`config.mk`:
```
export PLATFORM = sky130hd
export DESIGN_NAME = psce_ctrl
export DESIGN_NICKNAME = d
export VERILOG_FILES = /design/src/hw/rtl/psce_pkg.sv /design/src/hw/rtl/psce_ctrl.sv
export SDC_FILE = /design/constraint.sdc
export NUM_CORES = 1
export LEC_CHECK = 0
export ABC_AREA = 1
export BUFFER_PORTS_ARGS = -buffer_cell sky130_fd_sc_hd__buf_2
export CAP_MARGIN = 20
export CORE_MARGIN = 4
export CORE_UTILIZATION = 48
export CTS_BUF_LIST = sky130_fd_sc_hd__clkbuf_4 sky130_fd_sc_hd__clkbuf_8
export DETAILED_ROUTE_END_ITERATION = 12
export PLACE_DENSITY_LB_ADDON = 0.25
export SYNTH_ARGS = -nofsm -noshare
export SYNTH_HDL_FRONTEND = slang
export SYNTH_SLANG_ARGS = --single-unit
export TNS_END_PERCENT = 50
```
`constraint.sdc`:
```
create_clock -name clk -period 1.7 [get_ports clk]
set_clock_uncertainty 0.1 [all_clocks]
set_input_delay 0.17 -clock clk [delete_from_list [all_inputs] [get_ports clk]]
set_output_delay 0.17 -clock clk [all_outputs]
set_load 0.03 [all_outputs]
```
`src/hw/rtl/psce_pkg.sv`:
```
`timescale 1ns / 1ps
`default_nettype none
package psce_pkg;

  localparam int DATA_W        = 32;
  localparam int P_W           = 6;
  localparam int IDX_W         = 7;
  localparam int OP_W          = 3;
  localparam int ST_W          = 2;
  localparam int FRAC_W        = 24;
  localparam int PROD_W        = 64;
  localparam int RND_W         = 40;
  localparam int ACC_W         = 48;
  localparam int DIV_W         = 57;
  localparam int DEN_W         = 32;
  localparam int DIV_CNT_W     = 6;
  localparam int KQ_W          = 34;
  localparam int STEP_W        = 3;
  localparam int IN_TDATA_W    = 168;
  localparam int OUT_TDATA_W   = 32;
  localparam int DEF_MAX_TERMS = 64;

  localparam logic [OP_W-1:0] OP_WR_A    = 3'd0;
  localparam logic [OP_W-1:0] OP_WR_B    = 3'd1;
  localparam logic [OP_W-1:0] OP_PRODUCT = 3'd2;
  localparam logic [OP_W-1:0] OP_DIVIDE  = 3'd3;
  localparam logic [OP_W-1:0] OP_POWER   = 3'd4;

  localparam logic [ST_W-1:0] ST_OK   = 2'd0;
  localparam logic [ST_W-1:0] ST_SAT  = 2'd1;
  localparam logic [ST_W-1:0] ST_DIV0 = 2'd2;

  typedef enum logic [3:0] {
    SRC_VALUE, SRC_ZA, SRC_ZB, SRC_GA, SRC_GB, SRC_T, SRC_ACC, SRC_A, SRC_B, SRC_Q
  } src_t;

  typedef enum logic [1:0] {BIX_P, BIX_P1, BIX_ONE} bix_t;

  typedef enum logic [1:0] {DST_T, DST_LOAD, DST_ADD} dst_t;

  typedef struct packed {
    src_t x;
    src_t y;
    bix_t bix;
    dst_t dst;
    logic last;
  } step_t;

  typedef enum logic [3:0] {
    S_IDLE, S_DISPATCH, S_LOOP, S_DRAIN, S_SC_ADDR, S_SC_WAIT, S_SC_MUL, S_SC_APPLY,
    S_PREDIV, S_PREDIV_WAIT, S_PREP, S_DIV_START, S_DIV_WAIT, S_FINISH
  } state_t;

  typedef struct packed {
    logic            latch;
    logic            store_write;
    logic            sc_addr;
    logic            sc_mul;
    logic            sc_apply;
    step_t           step;
    logic            issue;
    logic [P_W-1:0]  loop_i;
    logic            prediv_start;
    logic            kinit;
    logic            prep;
    logic            div_start;
    logic            finish;
  } psce_cmd_t;

  typedef struct packed {
    logic [OP_W-1:0] op;
    logic [P_W-1:0]  p;
    logic            pipe_busy;
    logic            div_busy;
    logic            den_zero;
    logic            out_busy;
  } psce_stat_t;

  // scalar multiply program for each operation
  function automatic step_t step_prog(input logic [OP_W-1:0] op,
                                      input logic [STEP_W-1:0] idx);
    step_t s;
    s = '{x: SRC_VALUE, y: SRC_VALUE, bix: BIX_P, dst: DST_T, last: 1'b1};
    case (op)
      OP_PRODUCT: begin
        case (idx)
          3'd0: s = '{x: SRC_ACC, y: SRC_GA, bix: BIX_P, dst: DST_T,    last: 1'b0};
          3'd1: s = '{x: SRC_T,   y: SRC_GB, bix: BIX_P, dst: DST_LOAD, last: 1'b0};
          3'd2: s = '{x: SRC_ZB,  y: SRC_A,  bix: BIX_P, dst: DST_T,    last: 1'b0};
          3'd3: s = '{x: SRC_T,   y: SRC_GA, bix: BIX_P, dst: DST_ADD,  last: 1'b0};
          3'd4: s = '{x: SRC_ZA,  y: SRC_B,  bix: BIX_P, dst: DST_T,    last: 1'b0};
          default: s = '{x: SRC_T, y: SRC_GB, bix: BIX_P, dst: DST_ADD, last: 1'b1};
        endcase
      end
      OP_DIVIDE: begin
        case (idx)
          3'd0: s = '{x: SRC_ZA, y: SRC_B, bix: BIX_P1, dst: DST_LOAD, last: 1'b0};
          default: s = '{x: SRC_B, y: SRC_Q, bix: BIX_ONE, dst: DST_ADD, last: 1'b1};
        endcase
      end
      OP_POWER: begin
        case (idx)
          3'd0: s = '{x: SRC_VALUE, y: SRC_A, bix: BIX_P, dst: DST_T, last: 1'b0};
          default: s = '{x: SRC_T, y: SRC_ZB, bix: BIX_P, dst: DST_LOAD, last: 1'b1};
        endcase
      end
      default: s = '{x: SRC_VALUE, y: SRC_VALUE, bix: BIX_P, dst: DST_T, last: 1'b1};
    endcase
    return s;
  endfunction

  // x*y/2^24, rounded to nearest, ties away from zero
  function automatic logic signed [RND_W-1:0] rnd_q(input logic signed [PROD_W-1:0] pr);
    logic [PROD_W-1:0] m;
    logic [PROD_W-1:0] r;
    m = pr[PROD_W-1] ? PROD_W'(-pr) : PROD_W'(pr);
    r = (m + (PROD_W'(1) << (FRAC_W - 1))) >> FRAC_W;
    return pr[PROD_W-1] ? -$signed(r[RND_W-1:0]) : $signed(r[RND_W-1:0]);
  endfunction

  function automatic logic ovf32(input logic signed [ACC_W-1:0] x);
    return !((&x[ACC_W-1:DATA_W-1]) || !(|x[ACC_W-1:DATA_W-1]));
  endfunction

  function automatic logic signed [DATA_W-1:0] sat32(input logic signed [ACC_W-1:0] x);
    logic signed [DATA_W-1:0] r;
    r = x[DATA_W-1:0];
    if (ovf32(x))
      r = x[ACC_W-1] ? {1'b1, {(DATA_W-1){1'b0}}} : {1'b0, {(DATA_W-1){1'b1}}};
    return r;
  endfunction

endpackage
`default_nettype wire

```
`src/hw/rtl/psce_ctrl.sv`:
```
`timescale 1ns / 1ps
`default_nettype none
module psce_ctrl import psce_pkg::*; (
  input  wire logic       clk,
  input  wire logic       rst,
  input  wire logic       in_valid,
  output logic            in_ready,
  input  wire psce_stat_t stat,
  output psce_cmd_t       cmd
);

  state_t            state_r, state_next;
  logic [STEP_W-1:0] step_r;
  logic [P_W-1:0]    i_r;
  step_t             st;
  logic              p_ge2;

  assign st    = step_prog(stat.op, step_r);
  assign p_ge2 = stat.p >= P_W'(2);

  always_comb begin
    state_next = state_r;
    case (state_r)
      S_IDLE: begin
        if (in_valid) state_next = S_DISPATCH;
      end
      S_DISPATCH: begin
        case (stat.op)
          OP_PRODUCT: state_next = p_ge2 ? S_LOOP : S_SC_ADDR;
          OP_DIVIDE:  state_next = S_SC_ADDR;
          OP_POWER:   state_next = S_SC_ADDR;
          default:    state_next = S_IDLE;
        endcase
      end
      S_LOOP: begin
        if (i_r == stat.p - 1'b1) state_next = S_DRAIN;
      end
      S_DRAIN: begin
        if (!stat.pipe_busy) state_next = (stat.op == OP_PRODUCT) ? S_SC_ADDR : S_PREP;
      end
      S_SC_ADDR: state_next = S_SC_WAIT;
      S_SC_WAIT: state_next = S_SC_MUL;
      S_SC_MUL:  state_next = S_SC_APPLY;
      S_SC_APPLY: begin
        if (!st.last) begin
          state_next = S_SC_ADDR;
        end else if (stat.op == OP_PRODUCT) begin
          state_next = S_FINISH;
        end else if (stat.op == OP_DIVIDE) begin
          state_next = p_ge2 ? S_LOOP : S_PREP;
        end else begin
          state_next = p_ge2 ? S_PREDIV : S_PREP;
        end
      end
      S_PREDIV: state_next = S_PREDIV_WAIT;
      S_PREDIV_WAIT: begin
        if (!stat.div_busy) state_next = S_LOOP;
      end
      S_PREP: state_next = S_DIV_START;
      S_DIV_START: state_next = stat.den_zero ? S_FINISH : S_DIV_WAIT;
      S_DIV_WAIT: begin
        if (!stat.div_busy) state_next = S_FINISH;
      end
      S_FINISH: begin
        if (!stat.out_busy) state_next = S_IDLE;
      end
      default: state_next = S_IDLE;
    endcase
  end

  always_comb begin
    cmd        = '0;
    cmd.step   = st;
    cmd.loop_i = i_r;
    in_ready   = 1'b0;
    case (state_r)
      S_IDLE: begin
        in_ready  = 1'b1;
        cmd.latch = in_valid;
      end
      S_DISPATCH:    cmd.store_write  = stat.op == OP_WR_A || stat.op == OP_WR_B;
      S_LOOP:        cmd.issue        = 1'b1;
      S_SC_ADDR:     cmd.sc_addr      = 1'b1;
      S_SC_MUL:      cmd.sc_mul       = 1'b1;
      S_SC_APPLY:    cmd.sc_apply     = 1'b1;
      S_PREDIV:      cmd.prediv_start = 1'b1;
      S_PREDIV_WAIT: cmd.kinit        = !stat.div_busy;
      S_PREP:        cmd.prep         = 1'b1;
      S_DIV_START:   cmd.div_start    = !stat.den_zero;
      S_FINISH:      cmd.finish       = !stat.out_busy;
      default: begin
      end
    endcase
  end

  always_ff @(posedge clk) begin
    if (rst) begin
      state_r <= S_IDLE;
      step_r  <= '0;
      i_r     <= P_W'(1);
    end else begin
      state_r <= state_next;
      if (state_r == S_DISPATCH) begin
        step_r <= '0;
      end else if (state_r == S_SC_APPLY && !st.last) begin
        step_r <= step_r + 1'b1;
      end
      i_r <= (state_r == S_LOOP) ? i_r + 1'b1 : P_W'(1);
    end
  end

endmodule
`default_nettype wire

```
==> results.json, run 1 <==
{
  "status": "finished with violations",
  "failed_checks": "setup timing",
  "netlist_area_sq_um": 1470,
  "hold_path.class": "in -> reg",
  "critPathBufInv": 2,
  "clock-sinks": 13,
  "place.gp.congestion": 0.867,
  "synthAdderAreaFrac": 0.0764,
  "via_count": 1784,
  "routed_via_density": 5.10,
  "wl_um": 4120,
  "dieWidth_um": 63.4,
  "arrival_ns": 1.65,
  "maxCapViolations": 0,
  "path_depth": 6,
  "dpl_cell_area_sq_um": 1860,
  "grt_pass1_vias": 1616,
  "muxShareOfSynthArea": 0,
  "crit_required_ns": 1.43,
  "grtUsageTotal": 0.208,
  "post-route-cell-area_sq_um": 2140,
  "min_path_cells": 5,
  "syn_area_per_cell_sq_um": 5.87,
  "drc_errors": 0,
  "synth_compound_area_frac": 0.126,
  "drtAntennaViolNets": 0,
  "startpoint_type": "register",
  "slew_violations": 0,
  "synth_top_family_by_area": "simple AND/OR/NAND/NOR gates",
  "antenna_found_initial": 0,
  "worstSkewPairLatency_ns": 0.28,
  "core_area_sq_um": 2850,
  "grt_overflow": 0,
  "start_util": 0.517,
  "p_leak_uw": 0.00112,
  "cp-end-kind": "output port",
  "yosys_warnings": 0,
  "grt_start_max_net_pins": 9,
  "cts_htree_levels": 1,
  "critPathLaunch": "step_r[1]$_SDFFE_PP0P_",
  "clockBufferDepth": 2,
  "die_h_um": 63.4,
  "period_minus_slack_ns": 1.92,
  "setup_ws_ns": -0.220,
  "max_freq_ghz": 0.521,
  "nets": 345,
  "synthSimpleGateAreaFrac": 0.490,
  "worstHoldStart": "stat[3]",
  "area_growth_pct": 45.2,
  "avgRoutedWirePerCell_um": 11.8,
  "cpMostUsedCell": "buf_4",
  "finalCritPeriodShare": 1.13,
  "slew_headroom": 0.768,
  "diodes": 0,
  "dpl.hpwl_um": 3050,
  "ys_seq_area_frac": 0.177,
  "cts_root_buf": "clkbuf_4",
  "synth-seq-cells": 13,
  "cts_tree": "built",
  "synth_xor_area_frac": 0.0119,
  "synthCells": 251,
  "drt_iter0_drc": 86,
  "dieArea_sq_um": 4020,
  "hold_violations": 0,
  "finalSetupViolCount": 15,
  "slowest_stage": "dfxtp_4",
  "critPathMaxStageDelay_ns": 0.38,
  "drt_first_pass_iters": 5,
  "vdd_drop_max_mv": 0.907,
  "path_cells": "buf_4 -> ha_2 -> o21ai_4 -> nand3_4 -> o211ai_1 -> buf_4",
  "holdWs_ns": 0.162,
  "synth_fp_nets": 276,
  "grt_pass1_wl_um": 7040,
  "worst_pin_slew_ns": 0.347,
  "worstPathMaxFanout": 5,
  "mostFrequentLayoutCells": "nand2_1, nor2_1, buf_2, inv_1, buf_4",
  "rsz0062_at_grt": "yes",
  "crit_family": "flip-flops",
  "power.density_nw_per_um2": 790,
  "ys_types": 30,
  "crit_type": "reg -> out",
  "cts-buffers-inserted": 3,
  "drive_gt1_frac": 0.426,
  "r2r_start": "step_r[1]$_SDFFE_PP0P_",
  "reg2regPathDepth": 9,
  "clk_pin_slew_ns": 0.08,
  "pin_count": 47,
  "mostFrequentLayoutCell": "nand2_1",
  "portBuffers": 46,
  "num_rows": 19
}
==> cell type report <==
| class | count | area (sq um) |
|---|---|---|
| clock buffers | 3 | 22.5 |
| clock inverters | 1 | 5.00 |
| fillers | 241 | 713 |
| inverters | 45 | 181 |
| multi-input cells | 192 | 1180 |
| flip-flops and latches | 13 | 273 |
| well taps | 31 | 38.8 |
| repair buffers | 65 | 435 |
==> path summary, 6_finish.rpt <==
path                                   to  slack (ns)
setup / recovery                  cmd[19]       -0.22
hold / removal    state_r[1]$_SDFFE_PP0P_        0.16
setup reg to reg   step_r[1]$_SDFFE_PP0P_       -0.07
hold reg to reg         i_r[0]$_SDFF_PP1_        0.35
==> what timing repair did <==
item | CTS | global route
buffers inserted | 5 | 2
setup endpoints to repair | 20 | 26
pin swaps | 11 | 7
resized for setup | 47 | 16
hold buffers | 1 | 0
hold endpoints to repair | 1 | 0
==> sequential cells by signal (all words and copies together), names as in the netlist <==
register	cells
step_r	3
i_r	6
state_r	4
==> through the flow <==
step           power [uW]  worst slack [ns]  std cells  TNS, ns  utilization
3_3_place_gp         1440           -0.0674        338   -0.286        0.651
3_5_place_dp         1450            -0.102        338   -0.775        0.651
5_1_grt              1850            -0.311        350    -3.98        0.750
2_1_floorplan        1200          -0.00938        251  -0.0165            -
6_report             1690            -0.220        350    -2.10        0.750
4_1_cts              1660            -0.191        348    -1.61        0.731
==> synthesized netlist by cell type (all sizes together) <==
master	n	area, sq um
xor2	1	8.76
nand2	68	265
dfxtp	13	260
xnor2	1	8.76
o2111ai	1	8.76
nor2	50	228
nor3	7	35.0
ha	9	113
o21ai	10	53.8
o31ai	1	7.51
clkinv	1	3.75
buf	1	7.51
a211oi	1	20.0
nand3	22	148
a21oi	13	72.6
inv	44	165
and3	1	6.26
o21a	1	7.51
o211ai	2	15.0
nand4	4	40.0
==> metal layers <==
metal | vias up | global-route usage | share of wire
li1 | 933 | - | -
met5 | - | 0 | 0
met3 | 7 | 0.0195 | 0.056
met2 | 59 | 0.361 | 0.49
met1 | 785 | 0.265 | 0.44
met4 | 0 | 0.0728 | 0.013
==> cells by family (layout without fill, tap and decap cells) <==
logic type | after synthesis | in the layout
compound gates | 29 | 29
xor+xnor | 2 | 2
fa+ha+maj | 9 | 9
buf+inv | 46 | 114
flops | 13 | 13
simple gates | 152 | 152
==> power by group <==
| part | internal, uW | switching [uW] |
|---|---|---|
| Clock | 87.5 | 109 |
| Combinational | 364 | 695 |
| Sequential | 355 | 79.6 |
| Total | 807 | 884 |
==> worst reg2reg max path: cells and delay by family, from the launching register on <==
| kind | cells | cell delay [ns] |
|---|---|---|
| flops | 1 | 0.38 |
| simple gates | 3 | 0.27 |
| buf+inv | 3 | 0.36 |
| fa+ha+maj | 1 | 0.19 |
| compound gates | 2 | 0.38 |
No activity file was read; power rests on OpenSTA's default activity.
==> run 2: changes to the inputs <==
CORE_UTILIZATION = 53   (was 48)
clock period = 1.8 ns   (was 1.7 ns; I/O delays follow)
==> run 2 against run 1 <==
Effect of this change:
- critical path depth increased by 1
- clock-buffer cell count up 1
- the run still ends with setup timing left
- utilization is 9.0 points higher
- hold slack better by 0.012 ns
- clock power rose by 6%
- largest power group unchanged
- via count up 10%
- largest cell class unchanged
==> results.json, run 2 (synthesis results as in run 1) <==
{
  "status": "finished with violations",
  "failed_checks": "setup timing",
  "routed_via_density": 5.69,
  "worstHoldEndpoint": "state_r[1]$_SDFFE_PP0P_",
  "grt_pass1_vias": 1612,
  "finalCritPeriodShare": 1.13,
  "grt_overflow": 0,
  "setup_ws_ns": -0.238,
  "r2r_end": "step_r[2]$_SDFFE_PP0P_",
  "drive_gt1_frac": 0.405,
  "power.density_nw_per_um2": 768,
  "clockBufferDepth": 2,
  "via_count": 1968,
  "use_met2": 0.435,
  "rsz0062_at_grt": "yes",
  "hold_path.class": "in -> reg",
  "antenna_found_initial": 0,
  "cts-buffers-inserted": 3,
  "max_freq_ghz": 0.491,
  "grt_start_max_net_pins": 9,
  "startpoint_type": "register",
  "critPathMaxStageDelay_ns": 0.37,
  "met3_usage": 0.0319,
  "portBuffers": 46,
  "final_cells": 346,
  "nets": 342,
  "worst_pin_slew_ns": 0.357,
  "reg2regPathDepth": 10,
  "maxCapViolations": 0,
  "p_clk_frac": 0.125,
  "final_util": 0.840,
  "slew_headroom": 0.761,
  "vdd_drop_max_mv": 0.969,
  "worstSkewPairLatency_ns": 0.29,
  "r2r_slack_ns": -0.14,
  "p_seq_frac": 0.250,
  "die_h_um": 60.7,
  "crit_required_ns": 1.52,
  "grtUsageMet1": 0.324,
  "clock-sinks": 13,
  "holdWs_ns": 0.174,
  "reg.largest.list": "i_r (6), state_r (4), step_r (3)",
  "num_rows": 18,
  "drc_errors": 0,
  "dieWidth_um": 60.7,
  "worstPathMaxFanout": 5,
  "cts_root_buf": "clkbuf_4",
  "critPathBufInv": 1,
  "core_area_sq_um": 2570,
  "drt_first_pass_iters": 6,
  "grt_pass1_wl_um": 7140,
  "hold_violations": 0,
  "cts_tree": "built",
  "top_register": "i_r",
  "switching_share": 0.539,
  "grtUsageTotal": 0.258,
  "p_leak_uw": 0.00113,
  "slew_violations": 0,
  "start_util": 0.574,
  "p_comb_frac": 0.624,
  "avgRoutedWirePerCell_um": 16.0,
  "pin_count": 47,
  "min_path_cells": 4,
  "diodes": 0,
  "dpl.hpwl_um": 3010,
  "busiest_layer": "met2",
  "path_cells": "ha_2 -> nand2_2 -> nand2_4 -> nor2_4 -> nand3_4 -> o211ai_1 -> buf_4",
  "p_int_uw": 764,
  "mostFrequentLayoutCells": "nand2_1, nor2_1, buf_2, inv_1, nand3_1",
  "period_minus_slack_ns": 2.04,
  "area_growth_pct": 46.3,
  "cts_htree_levels": 1,
  "drtAntennaViolNets": 0,
  "place_ws_ns": -0.0643,
  "switchingPower_uw": 893,
  "finalSetupViolCount": 16,
  "largest_register_ffs": 6,
  "wl_um": 5530,
  "crit_family": "simple AND/OR/NAND/NOR gates",
  "dieArea_sq_um": 3690,
  "r2r_start": "step_r[0]$_SDFFE_PP0P_",
  "fillerInstances": 161,
  "mostFrequentLayoutCell": "nand2_1",
  "place.gp.congestion": 0.945,
  "drt_iter0_drc": 275,
  "cp-end-kind": "output port",
  "arrival_ns": 1.76,
  "slowest_stage": "dfxtp_4",
  "dp.cells": 328,
  "clk_pin_slew_ns": 0.08,
  "worstHoldStart": "stat[2]",
  "crit_type": "reg -> out"
}
[run 2: changes by cell type in the layout (fill, tap and decap cells not counted), moves of 2 or more]
cell	previous run	this run
buf_4	27	13
dfxtp_1	7	9
buf_6	6	13
nand2_2	9	6
buf_2	31	34
o21ai_1	1	3
dfxtp_2	4	1
nand2_4	0	2
[run 2: cell type report]
cell class	count	area, sq um	share of cell area
multi-input combinational	192	1190	0.553
timing repair buffer	62	444	0.206
sequential	13	273	0.126
inverter	45	179	0.0829
tap	30	37.5	0.0174
clock buffer	4	30.0	0.0139
[run 2: power by group through the flow]
stage	clock network, uW	logic [uW]	registers [uW]
floorplan	0	717	414
global placement	0	927	413
detailed placement	0	931	416
CTS	214	958	411
global route	225	1120	420
finish	208	1040	415
[run 2: per-layer routing]
layer	vias to the layer above	wire length, um
met4	0	333
met2	133	2650
met3	38	429
li1	923	-
met5	-	0
met1	874	2120
[run 2: through the flow]
step           area (sq um)  power, uW  TNS, ns
4_1_cts                1990       1580   -0.818
3_3_place_gp           1780       1340        0
2_1_floorplan          1500       1130        0
5_1_grt                2160       1760    -3.39
3_5_place_dp           1780       1350   -0.122
6_report               2160       1660    -1.98
[run 2: worst max-delay path by stage]
stage                                start                      end  slack (ns)  depth (start not counted)
CTS                 step_r[1]$_SDFFE_PP0P_                  cmd[19]       -0.11                          8
global placement    step_r[0]$_SDFFE_PP0P_  state_r[3]$_SDFFE_PP0P_        0.03                         11
floorplan           step_r[0]$_SDFFE_PP0P_  state_r[3]$_SDFFE_PP0P_       0.004                         11
detailed placement  step_r[0]$_SDFFE_PP0P_  state_r[3]$_SDFFE_PP0P_       -0.06                         11
finish              step_r[0]$_SDFFE_PP0P_                  cmd[19]       -0.24                          7
global route        step_r[0]$_SDFFE_PP0P_                  cmd[21]       -0.31                          9
[run 2: worst reg2reg max path: cells and delay by family (launching register included)]
kind | cells | cell delay (ns)
flops | 1 | 0.37
compound gates | 2 | 0.26
fa+ha+maj | 1 | 0.20
simple gates | 5 | 0.64
buf+inv | 2 | 0.24
[run 2: timing repair]
action,in CTS,in global routing
gates resized for setup,40,32
setup buffers,6,8
setup endpoints to repair,19,20
hold buffers,1,0
pin swaps,9,12
endpoints found under the hold margin,1,0
==> run 3: changes to the inputs <==
CORE_MARGIN = 2   (was 4)
==> run 3 against run 2 <==
Effect of this change:
- the run still ends with setup timing left
- non-clock buffer count decreased by 7
- final area is 2.3% lower
- first-iteration DRC count shrank 57%
- combinational power shrank 6%
- total power decreased by 4.1%
- flip-flop and latch count unchanged
- via count is 10% lower
- clock power down 5%
- die area is 13% lower
- critical path type unchanged
==> results.json, run 3 (synthesis results as in run 1) <==
{
  "p_comb_frac": 0.617,
  "worstHoldStart": "rst",
  "num_rows": 19,
  "area_growth_pct": 43.0,
  "arrival_ns": 1.64,
  "dieWidth_um": 56.7,
  "cts_root_buf": "clkbuf_4",
  "hold_path.class": "in -> reg",
  "slowest_stage": "dfxtp_2",
  "nets": 335,
  "mostFrequentLayoutCell": "nand2_1",
  "p_int_uw": 760,
  "fillerInstances": 212,
  "portBuffers": 46,
  "via_count": 1768,
  "finalSetupViolCount": 10,
  "busiest_layer": "met2",
  "maxCapViolations": 0,
  "vdd_drop_max_mv": 0.983,
  "period_minus_slack_ns": 1.92,
  "final_util": 0.785,
  "r2r_start": "step_r[1]$_SDFFE_PP0P_",
  "pin_count": 47,
  "drt_iter0_drc": 117,
  "grt_pass1_vias": 1591,
  "power.density_nw_per_um2": 754,
  "dieArea_sq_um": 3220,
  "critPathLaunch": "step_r[0]$_SDFFE_PP0P_",
  "dpl.hpwl_um": 2900,
  "mostFrequentLayoutCells": "nand2_1, buf_2, nor2_1, inv_1, nand3_1",
  "place_ws_ns": -0.0538,
  "slew_violations": 0,
  "worstPathMaxFanout": 5,
  "reg.largest.list": "i_r (6), state_r (4), step_r (3)",
  "antenna_found_initial": 0,
  "cts_tree": "built",
  "grt_overflow": 0,
  "switchingPower_uw": 830,
  "clockBufferDepth": 2,
  "drtAntennaViolNets": 0,
  "cpMostUsedCell": "nor2_4",
  "diodes": 0,
  "hold_violations": 0,
  "core_area_sq_um": 2690,
  "cts_htree_levels": 1,
  "met3_usage": 0.0161,
  "drive_gt1_frac": 0.414,
  "routed_via_density": 5.20,
  "crit_type": "reg -> out",
  "cts-buffers-inserted": 3,
  "failed_checks": "setup timing",
  "max_freq_ghz": 0.520,
  "rsz0062_at_grt": "yes",
  "final_cells": 340,
  "setup_ws_ns": -0.122,
  "slew_headroom": 0.777,
  "p_seq_frac": 0.258,
  "p_leak_uw": 0.00110,
  "dp.cells": 330,
  "path_cells": "buf_6 -> ha_4 -> inv_4 -> nor2_4 -> nor2_4 -> nand3_4 -> o211ai_1 -> buf_4",
  "p_clk_frac": 0.124,
  "avgRoutedWirePerCell_um": 12.3,
  "cp-end-kind": "output port",
  "clock-sinks": 13,
  "wl_um": 4180,
  "largest_register_ffs": 6,
  "switching_share": 0.522,
  "status": "finished with violations",
  "critPathMaxStageDelay_ns": 0.35,
  "start_util": 0.549,
  "p_total_uw": 1590,
  "worstSkewPairLatency_ns": 0.27,
  "hold_buffers": 0,
  "drt_first_pass_iters": 4,
  "use_met2": 0.477,
  "clk_pin_slew_ns": 0.09,
  "die_h_um": 56.7,
  "grtUsageMet1": 0.314,
  "drc_errors": 0,
  "grt_start_max_net_pins": 9,
  "grtUsageTotal": 0.257,
  "finalCritPeriodShare": 1.07,
  "crit_required_ns": 1.52,
  "place.gp.congestion": 0.933,
  "worst_pin_slew_ns": 0.334,
  "startpoint_type": "register",
  "grt_pass1_wl_um": 6770,
  "top_register": "i_r"
}
-- run 3: final cells by class --
class	instances	area, sq um	area share
clock buffers	4	30.0	0.0142
inverters	45	181	0.0861
multi-input cells	192	1230	0.585
flip-flops and latches	13	268	0.127
well taps	31	38.8	0.0184
repair buffers	55	357	0.169
-- run 3: final timing paths --
path,slack (ns),depth (start not counted),endpoint
setup / recovery,-0.12,8,cmd[19]
hold / removal,0.01,2,state_r[1]$_SDFFE_PP0P_
setup reg to reg,-0.01,13,state_r[2]$_SDFFE_PP0P_
hold reg to reg,0.37,1,i_r[0]$_SDFF_PP1_
-- run 3: power by group through the flow --
stage                     combinational (uW)  clock [uW]  sequential (uW)
after CTS                                955         197              405
after global routing                    1100         215              418
after floorplan                          717           0              414
after detailed placement                 929           0              413
final                                    982         198              411
after global placement                   923           0              411
-- run 3: worst max-delay path: cells and delay by family, from the launching register on --
family	cells	cell delay (ns)
and+or+nand+nor	3	0.37
DFF	1	0.35
buffers and inverters	3	0.35
adders and majority gates	1	0.16
AOI/OAI and AO/OA	1	0.13
-- run 3: what timing repair did --
item                                    4_1_cts  5_1_grt
setup buffers                                 4        2
resized for setup                            49       21
pin swaps                                    10       11
endpoints found under the setup margin       12       18
-- run 3: layer usage --
layer  up-vias  part of all wire
li1        914                 -
met1       806              0.42
met2        46              0.54
met3         2             0.039
met4         0            0.0050
met5         -                 0
-- run 3: through the flow --
| stage | TNS, ns | hold WS [ns] | instance area, sq um |
|---|---|---|---|
| floorplan | 0 | 0.142 | 1500 |
| global placement | 0 | 0.293 | 1780 |
| detailed placement | -0.0538 | 0.288 | 1780 |
| CTS | -0.467 | 0.00247 | 2010 |
| global route | -1.69 | 0.00328 | 2110 |
| finish | -0.724 | 0.0115 | 2110 |
